--- config.mk ---
export PLATFORM = sky130hd
export DESIGN_NAME = fifo_with_sort_reverse_minmax
export DESIGN_NICKNAME = d
export VERILOG_FILES = /design/src/hdl/fsrm_pkg.sv /design/src/hdl/fsrm_ctrl.sv /design/src/hdl/fsrm_dp.sv /design/src/hdl/fifo_with_sort_reverse_minmax.sv
export SDC_FILE = /design/constraint.sdc
export NUM_CORES = 1
export LEC_CHECK = 0
export ABC_AREA = 1
export BUFFER_PORTS_ARGS = -buffer_cell sky130_fd_sc_hd__buf_2
export CAP_MARGIN = 40
export CELL_PAD_IN_SITES_DETAIL_PLACEMENT = 1
export CELL_PAD_IN_SITES_GLOBAL_PLACEMENT = 2
export CORE_AREA = 2 2 307 309
export DETAILED_ROUTE_END_ITERATION = 10
export DIE_AREA = 0 0 309 311
export GPL_TIMING_DRIVEN = 0
export PLACE_DENSITY = 0.78
export SLEW_MARGIN = 20
export SYNTH_ARGS = -nofsm -noshare
export SYNTH_HDL_FRONTEND = slang
export SYNTH_HIERARCHICAL = 1
export SYNTH_SLANG_ARGS = --single-unit
--- constraint.sdc ---
create_clock -name clk_i -period 5.5 [get_ports clk_i]
set_input_delay 0.275 -clock clk_i [delete_from_list [all_inputs] [get_ports clk_i]]
set_output_delay 0.275 -clock clk_i [all_outputs]
set_load 0.05 [all_outputs]
--- src/hdl/fsrm_pkg.sv ---
// Shared types and constants of the FIFO with sort, reverse and min/max.
// No dependencies; used by every other file of the block but assert_macros.svh.
package fsrm_pkg;

  localparam int DEPTH  = 8;
  localparam int IDX_W  = $clog2(DEPTH);
  localparam int CNT_W  = $clog2(DEPTH + 1);
  localparam int DATA_W = 32;
  localparam int CAP_W  = 4;
  localparam int FUNC_W = 3;
  localparam logic [CAP_W-1:0] CAP_RESET = CAP_W'(5);

  typedef enum logic [FUNC_W-1:0] {
    OP_PUSH    = 3'd0,
    OP_POP     = 3'd1,
    OP_PEEK    = 3'd2,
    OP_MAXMIN  = 3'd3,
    OP_REVERSE = 3'd4,
    OP_SORT    = 3'd5
  } op_e;

  typedef enum logic [1:0] {
    ST_OK    = 2'd0,
    ST_FULL  = 2'd1,
    ST_EMPTY = 2'd2
  } status_e;

  typedef enum logic {
    S_IDLE,
    S_RUN
  } state_e;

  // Commands from the controller to the datapath.
  typedef struct packed {
    logic             accept;
    logic             step;
    logic             finish;
    op_e              op;
    logic [CNT_W-1:0] cnt;
  } cmd_t;

  // Status from the datapath to the controller.
  typedef struct packed {
    logic [CNT_W-1:0] fill;
  } stat_t;

endpackage

--- src/hdl/fsrm_ctrl.sv ---
// Controller state machine of the FIFO: sequences multi-cycle commands.
// Depends on fsrm_pkg.
module fsrm_ctrl (
  input  logic                           clk_i,
  input  logic                           rst_ni,
  input  logic                           start_i,
  input  logic [fsrm_pkg::FUNC_W-1:0]    func_i,
  input  fsrm_pkg::stat_t                stat_i,
  output fsrm_pkg::cmd_t                 cmd_o,
  output logic                           busy_o
);

  fsrm_pkg::state_e state_q, state_d;
  fsrm_pkg::op_e    op_q, op_in;
  logic [fsrm_pkg::CNT_W-1:0] cnt_q, cnt_d, tgt_q, tgt_d;
  logic multi, accept, at_end;

  assign op_in  = fsrm_pkg::op_e'(func_i);
  assign accept = (state_q == fsrm_pkg::S_IDLE) && start_i;
  assign at_end = (cnt_q == tgt_q);
  assign multi  = ((op_in == fsrm_pkg::OP_MAXMIN) || (op_in == fsrm_pkg::OP_REVERSE) ||
                   (op_in == fsrm_pkg::OP_SORT)) && (stat_i.fill != '0);

  // Next state.
  always_comb begin
    state_d = state_q;
    unique case (state_q)
      fsrm_pkg::S_IDLE: if (accept && multi) state_d = fsrm_pkg::S_RUN;
      fsrm_pkg::S_RUN:  if (at_end) state_d = fsrm_pkg::S_IDLE;
      default:          state_d = fsrm_pkg::S_IDLE;
    endcase
  end

  // Outputs.
  always_comb begin
    cmd_o.accept = accept;
    cmd_o.op     = (state_q == fsrm_pkg::S_IDLE) ? op_in : op_q;
    cmd_o.cnt    = cnt_q;
    cmd_o.step   = (state_q == fsrm_pkg::S_RUN) && !at_end;
    cmd_o.finish = (accept && !multi) || ((state_q == fsrm_pkg::S_RUN) && at_end);
    busy_o       = (state_q == fsrm_pkg::S_RUN);
  end

  // Step count for the command that is about to run.
  always_comb begin
    cnt_d = cnt_q;
    tgt_d = tgt_q;
    if (accept) begin
      cnt_d = '0;
      unique case (op_in)
        fsrm_pkg::OP_SORT:    tgt_d = fsrm_pkg::CNT_W'(fsrm_pkg::DEPTH);
        fsrm_pkg::OP_REVERSE: tgt_d = fsrm_pkg::CNT_W'(fsrm_pkg::DEPTH) - stat_i.fill;
        fsrm_pkg::OP_MAXMIN:  tgt_d = stat_i.fill - 1'b1;
        default:              tgt_d = '0;
      endcase
    end else if (cmd_o.step) begin
      cnt_d = cnt_q + 1'b1;
    end
  end

  always_ff @(posedge clk_i or negedge rst_ni) begin
    if (!rst_ni) begin
      state_q <= fsrm_pkg::S_IDLE;
      op_q    <= fsrm_pkg::OP_PUSH;
      cnt_q   <= '0;
      tgt_q   <= '0;
    end else begin
      state_q <= state_d;
      cnt_q   <= cnt_d;
      tgt_q   <= tgt_d;
      if (accept) op_q <= op_in;
    end
  end

endmodule

--- src/hdl/fsrm_dp.sv ---
// Datapath of the FIFO: entry lanes kept in head-to-tail order, fill count,
// capacity register, min/max scan registers and the result register. Uses fsrm_pkg.
module fsrm_dp (
  input  logic                                 clk_i,
  input  logic                                 rst_ni,
  input  fsrm_pkg::cmd_t                       cmd_i,
  input  logic signed [fsrm_pkg::DATA_W-1:0]   value_i,
  input  logic                                 cfg_we_i,
  input  logic [fsrm_pkg::CAP_W-1:0]           cfg_data_i,
  output fsrm_pkg::stat_t                      stat_o,
  output logic                                 done_o,
  output logic [1:0]                           status_o,
  output logic signed [fsrm_pkg::DATA_W-1:0]   data_o,
  output logic signed [fsrm_pkg::DATA_W-1:0]   data_min_o,
  output logic [fsrm_pkg::CNT_W-1:0]           occupancy_o
);

  logic signed [fsrm_pkg::DATA_W-1:0] lanes_q [fsrm_pkg::DEPTH];
  logic signed [fsrm_pkg::DATA_W-1:0] lanes_d [fsrm_pkg::DEPTH];
  logic [fsrm_pkg::CNT_W-1:0] fill_q, fill_d, cap_eff;
  logic [fsrm_pkg::CAP_W-1:0] cap_q;
  logic signed [fsrm_pkg::DATA_W-1:0] max_q, max_d, min_q, min_d, elem;
  logic signed [fsrm_pkg::DATA_W-1:0] r_data, r_min;
  fsrm_pkg::status_e r_status;
  logic [fsrm_pkg::IDX_W-1:0] idx;
  logic empty;

  assign cap_eff = (fsrm_pkg::CNT_W'(cap_q) > fsrm_pkg::CNT_W'(fsrm_pkg::DEPTH)) ?
                   fsrm_pkg::CNT_W'(fsrm_pkg::DEPTH) : fsrm_pkg::CNT_W'(cap_q);
  assign empty   = (fill_q == '0);
  assign idx     = cmd_i.cnt[fsrm_pkg::IDX_W-1:0] + 1'b1;
  assign elem    = lanes_q[idx];
  assign stat_o.fill = fill_q;

  always_comb begin
    lanes_d  = lanes_q;
    fill_d   = fill_q;
    max_d    = max_q;
    min_d    = min_q;
    r_status = fsrm_pkg::ST_OK;
    r_data   = '0;
    r_min    = '0;
    if (cmd_i.accept) begin
      if (cmd_i.op == fsrm_pkg::OP_PUSH) begin
        if (fill_q >= cap_eff) begin
          r_status = fsrm_pkg::ST_FULL;
        end else begin
          lanes_d[fill_q[fsrm_pkg::IDX_W-1:0]] = value_i;
          fill_d = fill_q + 1'b1;
        end
      end else if (empty && (cmd_i.op == fsrm_pkg::OP_POP || cmd_i.op == fsrm_pkg::OP_PEEK ||
                             cmd_i.op == fsrm_pkg::OP_MAXMIN ||
                             cmd_i.op == fsrm_pkg::OP_REVERSE ||
                             cmd_i.op == fsrm_pkg::OP_SORT)) begin
        r_status = fsrm_pkg::ST_EMPTY;
      end else begin
        unique case (cmd_i.op)
          fsrm_pkg::OP_POP: begin
            r_data = lanes_q[0];
            for (int k = 0; k < fsrm_pkg::DEPTH - 1; k++) lanes_d[k] = lanes_q[k+1];
            fill_d = fill_q - 1'b1;
          end
          fsrm_pkg::OP_PEEK: r_data = lanes_q[0];
          fsrm_pkg::OP_MAXMIN: begin
            max_d = lanes_q[0];
            min_d = lanes_q[0];
          end
          fsrm_pkg::OP_REVERSE: begin
            // Reverse all lanes; the following steps slide the held part down.
            for (int k = 0; k < fsrm_pkg::DEPTH; k++)
              lanes_d[k] = lanes_q[fsrm_pkg::DEPTH-1-k];
          end
          default: ;
        endcase
      end
    end else if (cmd_i.step) begin
      unique case (cmd_i.op)
        fsrm_pkg::OP_MAXMIN: begin
          if (elem > max_q) max_d = elem;
          if (elem < min_q) min_d = elem;
        end
        fsrm_pkg::OP_REVERSE: begin
          for (int k = 0; k < fsrm_pkg::DEPTH - 1; k++) lanes_d[k] = lanes_q[k+1];
        end
        fsrm_pkg::OP_SORT: begin
          // One odd-even transposition pass over the held entries.
          for (int k = 0; k < fsrm_pkg::DEPTH - 1; k++) begin
            if ((k[0] == cmd_i.cnt[0]) && (fsrm_pkg::CNT_W'(k + 1) < fill_q) &&
                (lanes_q[k+1] < lanes_q[k])) begin
              lanes_d[k]   = lanes_q[k+1];
              lanes_d[k+1] = lanes_q[k];
            end
          end
        end
        default: ;
      endcase
    end else if (cmd_i.finish && (cmd_i.op == fsrm_pkg::OP_MAXMIN)) begin
      r_data = max_q;
      r_min  = min_q;
    end
  end

  always_ff @(posedge clk_i) begin
    lanes_q <= lanes_d;
    max_q   <= max_d;
    min_q   <= min_d;
    if (cmd_i.finish) begin
      status_o    <= r_status;
      data_o      <= r_data;
      data_min_o  <= r_min;
      occupancy_o <= fill_d;
    end
  end

  always_ff @(posedge clk_i or negedge rst_ni) begin
    if (!rst_ni) begin
      fill_q <= '0;
      cap_q  <= fsrm_pkg::CAP_RESET;
      done_o <= 1'b0;
    end else begin
      fill_q <= fill_d;
      done_o <= cmd_i.finish;
      if (cfg_we_i) cap_q <= cfg_data_i;
    end
  end

endmodule

--- src/hdl/fifo_with_sort_reverse_minmax.sv ---
// Push, pop and peek: the result strobe done_o rises in the cycle after the request is taken.
// Max/min scans the held entries, reverse flips and then slides the lanes, and sort makes eight passes.
// One request at a time; busy_o is high while a multi-cycle request walks the lanes.
// A new request is taken in the cycle its predecessor's result is shown.
// Reset (rst_ni low, asynchronous) empties the queue and sets the capacity to five.
// Built from fsrm_ctrl and fsrm_dp; types come from fsrm_pkg.
module fifo_with_sort_reverse_minmax (
  input  logic                                 clk_i,
  input  logic                                 rst_ni,
  input  logic                                 start_i,
  output logic                                 busy_o,
  input  logic [fsrm_pkg::FUNC_W-1:0]          func_i,
  input  logic signed [fsrm_pkg::DATA_W-1:0]   value_i,
  input  logic                                 cfg_we_i,
  input  logic [fsrm_pkg::CAP_W-1:0]           cfg_data_i,
  output logic                                 done_o,
  output logic [1:0]                           status_o,
  output logic signed [fsrm_pkg::DATA_W-1:0]   data_o,
  output logic signed [fsrm_pkg::DATA_W-1:0]   data_min_o,
  output logic [fsrm_pkg::CNT_W-1:0]           occupancy_o
);

  // The entries are held in head-to-tail order, so a pop shifts every lane
  // down by one and a push writes the lane at the fill count. This gives the
  // same answers as a circular buffer without a head pointer.
  fsrm_pkg::cmd_t  cmd;
  fsrm_pkg::stat_t stat;

  // The controller takes requests and counts the steps of max/min, reverse
  // and sort; the datapath does the work on the lanes.
  fsrm_ctrl u_ctrl (
    .clk_i   (clk_i),
    .rst_ni  (rst_ni),
    .start_i (start_i),
    .func_i  (func_i),
    .stat_i  (stat),
    .cmd_o   (cmd),
    .busy_o  (busy_o)
  );

  fsrm_dp u_dp (
    .clk_i       (clk_i),
    .rst_ni      (rst_ni),
    .cmd_i       (cmd),
    .value_i     (value_i),
    .cfg_we_i    (cfg_we_i),
    .cfg_data_i  (cfg_data_i),
    .stat_o      (stat),
    .done_o      (done_o),
    .status_o    (status_o),
    .data_o      (data_o),
    .data_min_o  (data_min_o),
    .occupancy_o (occupancy_o)
  );

endmodule

* Yosys cells after proc, flatten, opt, wreduce, memory -nomap -nowiden
Index checks and enable logic that the tools add are counted.
** Operators by class
- Add/subtract/negate cells :: 5
- Multipliers :: 0
- Div/mod/pow operators :: 0
- Order comparisons :: 21
- Equality and inequality tests :: 22
- Shift operators :: 0
- Mux-type cells :: 61
- Bitwise gates (word level) :: 5
- Reduce and logical (&&, ||, !) cells :: 55
** Operators by type and width (count)
- 2-to-1 mux 256 bit :: 5
- one-hot mux 224 bit (2 select lines) :: 2
- 2-to-1 mux 64 bit :: 13
- 2-to-1 mux 32 bit :: 22
- bitwise mux 256 bit :: 1
- less-than comparator 32 bit :: 8
- binary-select mux 32 bit (select 3 bit) :: 1
- demux 32 bit (select 3 bit) :: 1
- AND reduction 6 bit :: 10
- greater-than comparator 32 bit :: 1
- 2-to-1 mux 4 bit :: 8
- != test 4 bit (second input constant) :: 6
- logical AND 1 bit :: 23
- less-than comparator 3 x 4 -> 1 bit (first input constant) :: 4
- nonzero test 2 bit :: 7
- == test 3 bit (second input constant) :: 4
- one-hot mux 4 bit (3 select lines) :: 1
- == test 3 x 2 -> 1 bit (second input constant) :: 3
- adder 4 x 1 -> 4 bit (second input constant) :: 2
- greater-or-equal comparator 4 bit (second input constant) :: 2
- less-than comparator 2 x 4 -> 1 bit (first input constant) :: 2
- NOT 3 -> 4 bit :: 2
- logical OR 1 bit :: 7
- != test 3 bit (second input constant) :: 2
- 25 further kinds :: 32
** Storage, ports and cells
- Register bits after elaboration :: 411
- Bits in latches :: 0
- RAM bits :: 0
- Bits in read-only memories :: 0
- Output and inout port bits :: 72
- Word-level logic and storage cells :: 190
- Memories kept :: 0

* Depth between registers and ports, before layout
Gate-level depths: netlist of the first run.
- Depth in word-level cells :: 19
- Depth in mapped cells :: 23

* Hierarchy
Netlist of the first run, hierarchy kept.
** Modules (own cells, without submodules)
- fsrm_dp :: times used 1, cells each 4057, area each 31437.7 um^2
- fsrm_ctrl :: times used 1, cells each 109, area each 794.5 um^2

* Worst setup path after synthesis of the first run
OpenSTA, ideal clock, no wires.
- Kind :: reg2reg
- Start :: reg u_ctrl/cnt_q[0] (netlist name)
- End :: reg u_dp/max_q[0] (netlist name) (enable)
- Setup time :: 0.432 ns
- Arrival :: 4.742 ns
- Required time :: 5.068 ns
- Setup slack :: 0.327 ns
- Stages on the path, launching flop included :: 18
- Buffers on the path :: 3
- Cells stage by stage :: dfrtp_1 > ha_1 > clkbuf_1 > inv_1 > clkbuf_1 > buf_1 > a21oi_1 > a221oi_1 > a31oi_1 > ha_1 > inv_1 > nor4_1 > inv_1 > nor4_1 > nand2_1 > nand3_1 > nand3_1 > a21oi_1
** Between the ends
- Longest elaborated chain between the ends :: 8
** RTL lines
- start: declaration :: RTL line fsrm_ctrl.sv:15 : logic [fsrm_pkg::CNT_W-1:0] cnt_q, cnt_d, tgt_q, tgt_d;
- start signal: assignment :: RTL line fsrm_ctrl.sv:69 : cnt_q <= cnt_d;
- adder 3 x 1 -> 3 bit :: RTL line fsrm_dp.sv:31 : assign idx = cmd_i.cnt[fsrm_pkg::IDX_W-1:0] + 1'b1;
- NOT 3 -> 4 bit (not written as such) :: RTL line fsrm_dp.sv:32 : assign elem = lanes_q[idx];
- binary-select mux 32 bit (select 3 bit) :: RTL line fsrm_dp.sv:32
- 2-to-1 mux 32 bit (not written as such) (2 in a row) :: RTL line fsrm_dp.sv:32
- greater-than comparator 32 bit :: RTL line fsrm_dp.sv:79 : if (elem > max_q) max_d = elem;
- nonzero test 2 bit (no source line)
- AND reduction 6 bit (no source line) (*)
- end signal: assignment :: RTL line fsrm_dp.sv:105 : max_q <= max_d;
- end: declaration :: RTL line fsrm_dp.sv:22 : logic signed [fsrm_pkg::DATA_W-1:0] max_q, max_d, min_q, min_d, elem;
Every way passes the cells marked *; elsewhere a longest branch is shown, timed or not. The select of a mux whose other input is x is not followed.
A chain may end at the register's enable or synchronous reset.

* Worst setup path after layout of the first run
- Start :: reg u_ctrl/cnt_q[0] (netlist name)
- End :: reg u_dp/max_q[3] (netlist name) (enable)
The elaborated chain is that of the path after synthesis.

==> results.txt, run 1 <==
Outcome - complete, no violations
Mapped Area - 0.03223 sq mm
CTS Buffer Depth - 3
Largest cells by area after synthesis - edfxtp_1 36%, nand2_1 12%, ha_1 11%
CTS Buf Count - 52
R2R setup slack - 0.16 ns
Core Region - 0.09277 sq mm
Antenna Cells - 0
Post-synth ARST share - 5.109%
Post-synth top area cell - edfxtp_1
Pin count of the biggest net entering global routing - 33
Setup crit start kind - flip-flop
Crit Path Class - reg -> reg
DR pass1 iterations - 5
Register share of total power - 23.2%
Die Span Y - 311 um
WL/cell - 30.34 um
Setup slack after layout - 0.1579 ns
Die ar. - 0.09610 sq mm
Worst EP arrival - 5.68 ns
Final Hold Vio Count - 0
Critical Path Sink Type - flip-flop
Gr ovfl total - 0
Main flop type after synthesis - edfxtp_1
Number of flops mapped to enable cells by yosys - 390
Syn Area/Cell - 7.737 sq um
#FFs+latches synth - 411
Most common library cell in the layout ignoring fill and taps - nand2_1
Max Clock Skew - 0.02567 ns
Hold path start - start_i
IO Port Bufs - 114
Switch share - 56.61%
Post-synth cell types - 55
Synth-to-layout area growth - 14.15%
Clk pwr share - 12.6%
Post-DP HPWL - 145.7 mm
Pleak - 0.01561 uW
Root Driver - clkbuf_16
Combinational power share - 64.3%
Worst Tran Pin Value - 0.9599 ns
Post-synthesis sequential area ratio - 37.97%
GPL Wtd Cong - 0.9737
DRC viols - 0
Fmax - 187.2 MHz
I/O pins - 115
Initial antenna violation count - 4
WL final - 172.2 mm
Syn nets - 4501
First-pass GRT wire length - 240.1 mm
CTS tree - built
Final Net Count - 4717
Pwr per Cell Area - 774.7 mW/mm^2
Unrepaired setup endpoints after global routing - false
R2r startpoint - u_ctrl/cnt_q[0]$_DFFE_PN0P_
Period utilisation layout - 97.13%
Max FO, Critical Path - 19
Clock transition at path regs - 0.07 ns
Max Slew Vio Count - 0
Max_slew headroom - 36.01%
Vias - 33650
Sink Count - 411
HP Class - in -> reg
Vias in the first global route - 33170
Pint - 12370 uW
Clk_lat worst skew - 0.64 ns
Detail-routed via count per cell - 5.929
Total power - 28500 uW
Antenna viol nets, final - 0
Maxcap violations - 0
Max VDD drop - 0.2632 mV
Hold Path End - u_ctrl/tgt_q[0]$_DFFE_PN0P_
CTS H-tree depth - 2
Reg2Reg Capture Point - u_dp/max_q[3]$_DFFE_PP_
DRT iter0 DRCs - 3848
Layout cell share with drive strength beyond 1 - 8.052%
Period minus WS final - 5.342 ns
Starting Density - 34.74%
GRT Total Usage - 35.03%
Final setup fails - 0
Net Sw Power - 16130 uW
Hold path cells - 4
Cell row count - 112
Required @ worst endpoint - 5.84 ns
Yosys warnings - 6
Most frequent cells in the layout - 1061 x nand2_1, 398 x inv_1, 390 x edfxtp_1
Die X-Extent - 309 um
Register-to-Register Path Depth - 17
Critical path startpoint - u_ctrl/cnt_q[0]$_DFFE_PN0P_
Synth top area share - 36.33%
Synthesized instance count - 4166
Dpl ws - -0.6988 ns
## final cells by class
class                      instances  area (sq um)
clock buffer                      66          1354
sequential                       411         12240
multi-input combinational       3073         17340
buffer                           263          1156
timing repair buffer             164          1229
fill                           11440         55980
clock inverter                    27         335.3
tap                             1254          1569
inverter                         417          1568
## power groups by stage
stage / Sequential, uW / Combinational (uW) / Clock [uW]
detailed placement: 6570 / 17700 / 0
global placement: 6590 / 17100 / 0
global route: 6680 / 19600 / 3750
finish: 6600 / 18300 / 3580
CTS: 6520 / 17900 / 3640
floorplan: 6960 / 9970 / 0
## repair_timing
item                                    in CTS  in global routing
hold endpoints to repair                    28                  0
pin swaps                                    1                  0
cloned                                       0                  0
endpoints found under the setup margin      64                 64
hold buffers                                14                  0
buffers inserted                             1                  0
resized for setup                            4                  1
## worst max-delay path: stages, from the launching register on
cell and delay (ns):
dfrtp_1 0.56, buf_2 0.38, buf_2 0.27, buf_2 0.45, buf_2 0.47, a21oi_1 0.12, o21ai_0 0.17, a31oi_1 0.37
ha_1 0.53, nand4_1 0.18, nor4_2 0.31, inv_1 0.08, nor4_1 0.27, nand2_1 0.14, nand3_1 0.09, nand3_1 0.12
a21oi_4 0.26, buf_16 0.20
## sequential cells by signal, summed over array words and instances (netlist names)
name,flops
u_dp/min_q,32
u_dp/lanes_q,256
u_ctrl/tgt_q,4
u_ctrl/op_q,3
u_dp/max_q,32
u_dp/data_o,32
u_dp/cap_q,4
u_dp/done_o,1
u_ctrl/cnt_q,4
u_dp/occupancy_o,4
u_dp/status_o,2
u_ctrl/busy_o,1
u_dp/data_min_o,32
u_dp/stat_o,4
## layer usage
| metal | wire length [um] | share of wire (%) | up-vias | track usage, % |
|---|---|---|---|---|
| li1 | - | - | 15220 | - |
| met1 | 73700 | 43 | 16560 | 48.28 |
| met2 | 75760 | 44 | 1552 | 54.63 |
| met3 | 16050 | 9.3 | 302 | 6.682 |
| met4 | 6616 | 3.8 | 10 | 12.04 |
| met5 | 81 | 0.047 | - | 0 |
## worst max-delay path by stage
stage	depth (start not counted)	slack [ns]	end
2_1_floorplan	17	0.33	u_dp/max_q[0]$_DFFE_PP_
3_3_place_gp	19	-2.74	u_dp/max_q[5]$_DFFE_PP_
3_5_place_dp	20	-0.70	u_dp/max_q[5]$_DFFE_PP_
4_1_cts	16	0.03	u_dp/max_q[15]$_DFFE_PP_
5_1_grt	17	0.06	u_dp/max_q[3]$_DFFE_PP_
6_report	17	0.16	u_dp/max_q[3]$_DFFE_PP_
## logic make-up (layout without fill, tap and decap cells)
family | count (synthesis) | after routing | share of synthesized area [%]
XOR/XNOR | 9 | 9 | 0.2446
multiplexers | 2 | 2 | 0.06987
AO/OA/AOI/OAI | 1098 | 1098 | 20.12
AND/OR/NAND/NOR | 1672 | 1672 | 21.83
flip-flops | 411 | 411 | 37.97
adder cells (fa/ha/maj) | 292 | 292 | 11.33
buffers and inverters | 682 | 937 | 8.431
## metrics by stage
| step | utilization (%) | hold WS, ns | instance area [sq um] | cells | setup TNS, ns |
|---|---|---|---|---|---|
| 4_1_cts | 39.64 | 0.02814 | 36770 | 5674 | 0 |
| 5_1_grt | 39.66 | 0.07543 | 36790 | 5675 | 0 |
| 3_5_place_dp | 37.63 | 0.3121 | 34910 | 5567 | -32.70 |
| 3_3_place_gp | 37.05 | 0.3094 | 34370 | 5534 | -210.13 |
| 6_report | 39.66 | 0.04787 | 36790 | 5675 | 0 |
| 2_1_floorplan | - | -0.02059 | 32230 | 4166 | 0 |
## Yosys cell counts (5+ instances only)
master	count
buf_6	9
nor3_1	17
a221oi_1	31
nand2_1	1061
nand3_1	240
o21a_1	12
o21ai_1	64
dfrtp_1	19
inv_1	405
a22oi_1	7
o21ai_0	358
ha_1	292
buf_4	7
xor2_1	6
a21oi_1	264
nand2_2	5
nor2_1	223
clkbuf_1	181
nand3_2	7
nor4_1	7
o22ai_1	172
edfxtp_1	390
nand4_1	90
o32ai_1	32
o211ai_1	8
a31oi_1	36
inv_2	11
o221ai_1	93
buf_1	24
buf_2	43
a211oi_1	12
Note: power is estimated with default switching activity, not from simulation.
==> run 2, diff against run 1 <==
CORE_AREA = 2 2 291 293   (was 2 2 307 309)
CTS_BUF_LIST = sky130_fd_sc_hd__clkbuf_4 sky130_fd_sc_hd__clkbuf_8   (was not set)
DIE_AREA = 0 0 293 295   (was 0 0 309 311)
PLACE_DENSITY = 0.82   (was 0.78)
clock period = 5.9 ns   (was 5.5 ns; I/O delays follow)
==> results.txt, run 2 (synthesized netlist as in run 1, its figures left out) <==
Outcome - complete, no violations
Clock transition at path regs - 0.06 ns
HP Class - in -> async
Setup crit start kind - flip-flop
I/O pins - 115
Pin count of the biggest net entering global routing - 33
Final Hold Vio Count - 0
Final Net Count - 4754
CTS H-tree depth - 3
Critical Path Sink Type - flip-flop
Slowest library cell on the worst path - ha_1
Gr ovfl total - 0
CP dominant cell by count - nand2_1
Max VDD drop - 0.2874 mV
Critical path startpoint - u_ctrl/cnt_q[0]$_DFFE_PN0P_
R2r startpoint - u_ctrl/cnt_q[0]$_DFFE_PN0P_
Register share of total power - 23.1%
Setup TNS - 0 ns
GPL Wtd Cong - 0.9659
Max Slew Vio Count - 0
Met3 wire len - 17.19 mm
Unrepaired setup endpoints after global routing - false
Die Span Y - 295 um
Crit path largest cell delay - 0.76 ns
Final std cells w/o fill - 5573
Worst Tran Pin Value - 0.9450 ns
First-pass GRT wire length - 239.9 mm
WP buf/inv - 3
Final Cell Area - 0.03669 sq mm
Die X-Extent - 293 um
Max FFs per register - 256
Max_slew headroom - 37.00%
Combinational power share - 64.3%
Biggest register - u_dp/lanes_q
CTS tree - built
Crit-path cells - ha_1, inv_1, buf_1, a21oi_1, o21ai_0, a31oi_1, ha_1, a21oi_1, o21a_1, o221ai_1, nand2_1, nand2_1, nand2_1, nand2_1, nand2_1, nand3_1, a21oi_4, buf_4
Layout cell share with drive strength beyond 1 - 9.220%
Detail-routed via count per cell - 6.127
Pwr per Cell Area - 726.1 mW/mm^2
Finished Core Util - 44.12%
Vias - 34150
Initial antenna violation count - 6
Synth-to-layout area growth - 13.83%
Maxcap violations - 0
WL met2 - 73.01 mm
Starting Density - 38.76%
Cell row count - 106
Worst EP arrival - 6.04 ns
Antenna viol nets, final - 0
Core Region - 0.08316 sq mm
Pleak - 0.01574 uW
Crit Path Class - reg -> reg
Area post-placement - 0.03471 sq mm
Switch share - 56.93%
Pint - 11470 uW
GRT Total Usage - 38.94%
DRC viols - 0
Clk pwr share - 12.6%
Clk_lat worst skew - 0.75 ns
CTS Buf Count - 85
Max Clock Skew - 0.03538 ns
Met1 wire length - 74.45 mm
Vias in the first global route - 33730
CTS Buffer Depth - 3
Period utilisation layout - 95.16%
Max FO, Critical Path - 14
Most frequent cells in the layout - 1061 x nand2_1, 398 x inv_1, 390 x edfxtp_1
DR pass1 iterations - 5
Most common library cell in the layout ignoring fill and taps - nand2_1
Worst path depth - 18
Cell total after placement - 5395
Max Used Layer - met5
Register-to-Register Path Depth - 18
Final setup fails - 0
IO Port Bufs - 114
Crit-path leading delay family - compound AO/OA/AOI/OAI gates
Root Driver - clkbuf_8
Net Sw Power - 15170 uW
Fill cells - 10260
Post-DP HPWL - 144.4 mm
WL final - 171.8 mm
Period minus WS final - 5.614 ns
Fmax - 178.1 MHz
Required @ worst endpoint - 6.33 ns
WL/cell - 30.82 um
Sink Count - 411
Die ar. - 0.08644 sq mm
DRT iter0 DRCs - 3969
## run 2: routing by layer
metal  global-route usage [%]  vias up
met5                        0        -
met4                    15.00        6
met3                    8.555      324
met2                    59.73     1715
met1                    53.49    16790
li1                         -    15310
## run 2: stage by stage
| step | hold WS (ns) | power (uW) | setup WS, ns |
|---|---|---|---|
| 2_1_floorplan | -0.0005911 | 15780 | 0.7265 |
| 3_3_place_gp | 0.3196 | 22060 | -2.229 |
| 3_5_place_dp | 0.3211 | 22640 | -0.2204 |
| 4_1_cts | 0.06837 | 26080 | 0.09130 |
| 5_1_grt | 0.1515 | 28020 | 0.1516 |
| 6_report | 0.1137 | 26640 | 0.2857 |
## run 2: final timing paths
| kind | end | slack (ns) |
|---|---|---|
| max | u_dp/max_q[26]$_DFFE_PP_ | 0.29 |
| min | u_dp/cap_q[1]$_DFFE_PN0P_ | 0.11 |
| max reg2reg | u_dp/max_q[26]$_DFFE_PP_ | 0.29 |
| min reg2reg | u_ctrl/op_q[2]$_DFFE_PN0P_ | 0.50 |
| max in group asynchronous | u_ctrl/cnt_q[1]$_DFFE_PN0P_ | 5.39 |
| min in group clk_i | u_dp/lanes_q[186]$_DFFE_PP_ | 0.39 |
## run 2: cell type report
cell class                      instances  area (sq um)  share of cell area (%)
Multi-Input combinational cell       3073         17330                   47.23
Inverter                              417          1565                   4.266
Antenna cell                            3         7.507                 0.02046
Tap cell                             1080          1351                   3.683
Clock inverter                         48         402.9                   1.098
Timing Repair Buffer                  169          1265                   3.448
Clock buffer                          110          1383                   3.768
Buffer                                262          1146                   3.124
Sequential cell                       411         12240                   33.36
## run 2: timing repair
item	CTS	global route
hold endpoints to repair	32	0
setup buffers	0	3
gates resized for setup	0	0
hold buffers	15	0
setup endpoints to repair	59	28
pin swaps	1	1
## run 2: power groups by stage
stage          Combinational, uW  Sequential (uW)  Clock, uW
2_1_floorplan               9300             6490          0
3_3_place_gp               15900             6150          0
3_5_place_dp               16500             6130          0
4_1_cts                    16600             6080       3410
5_1_grt                    18300             6220       3510
6_report                   17100             6170       3360
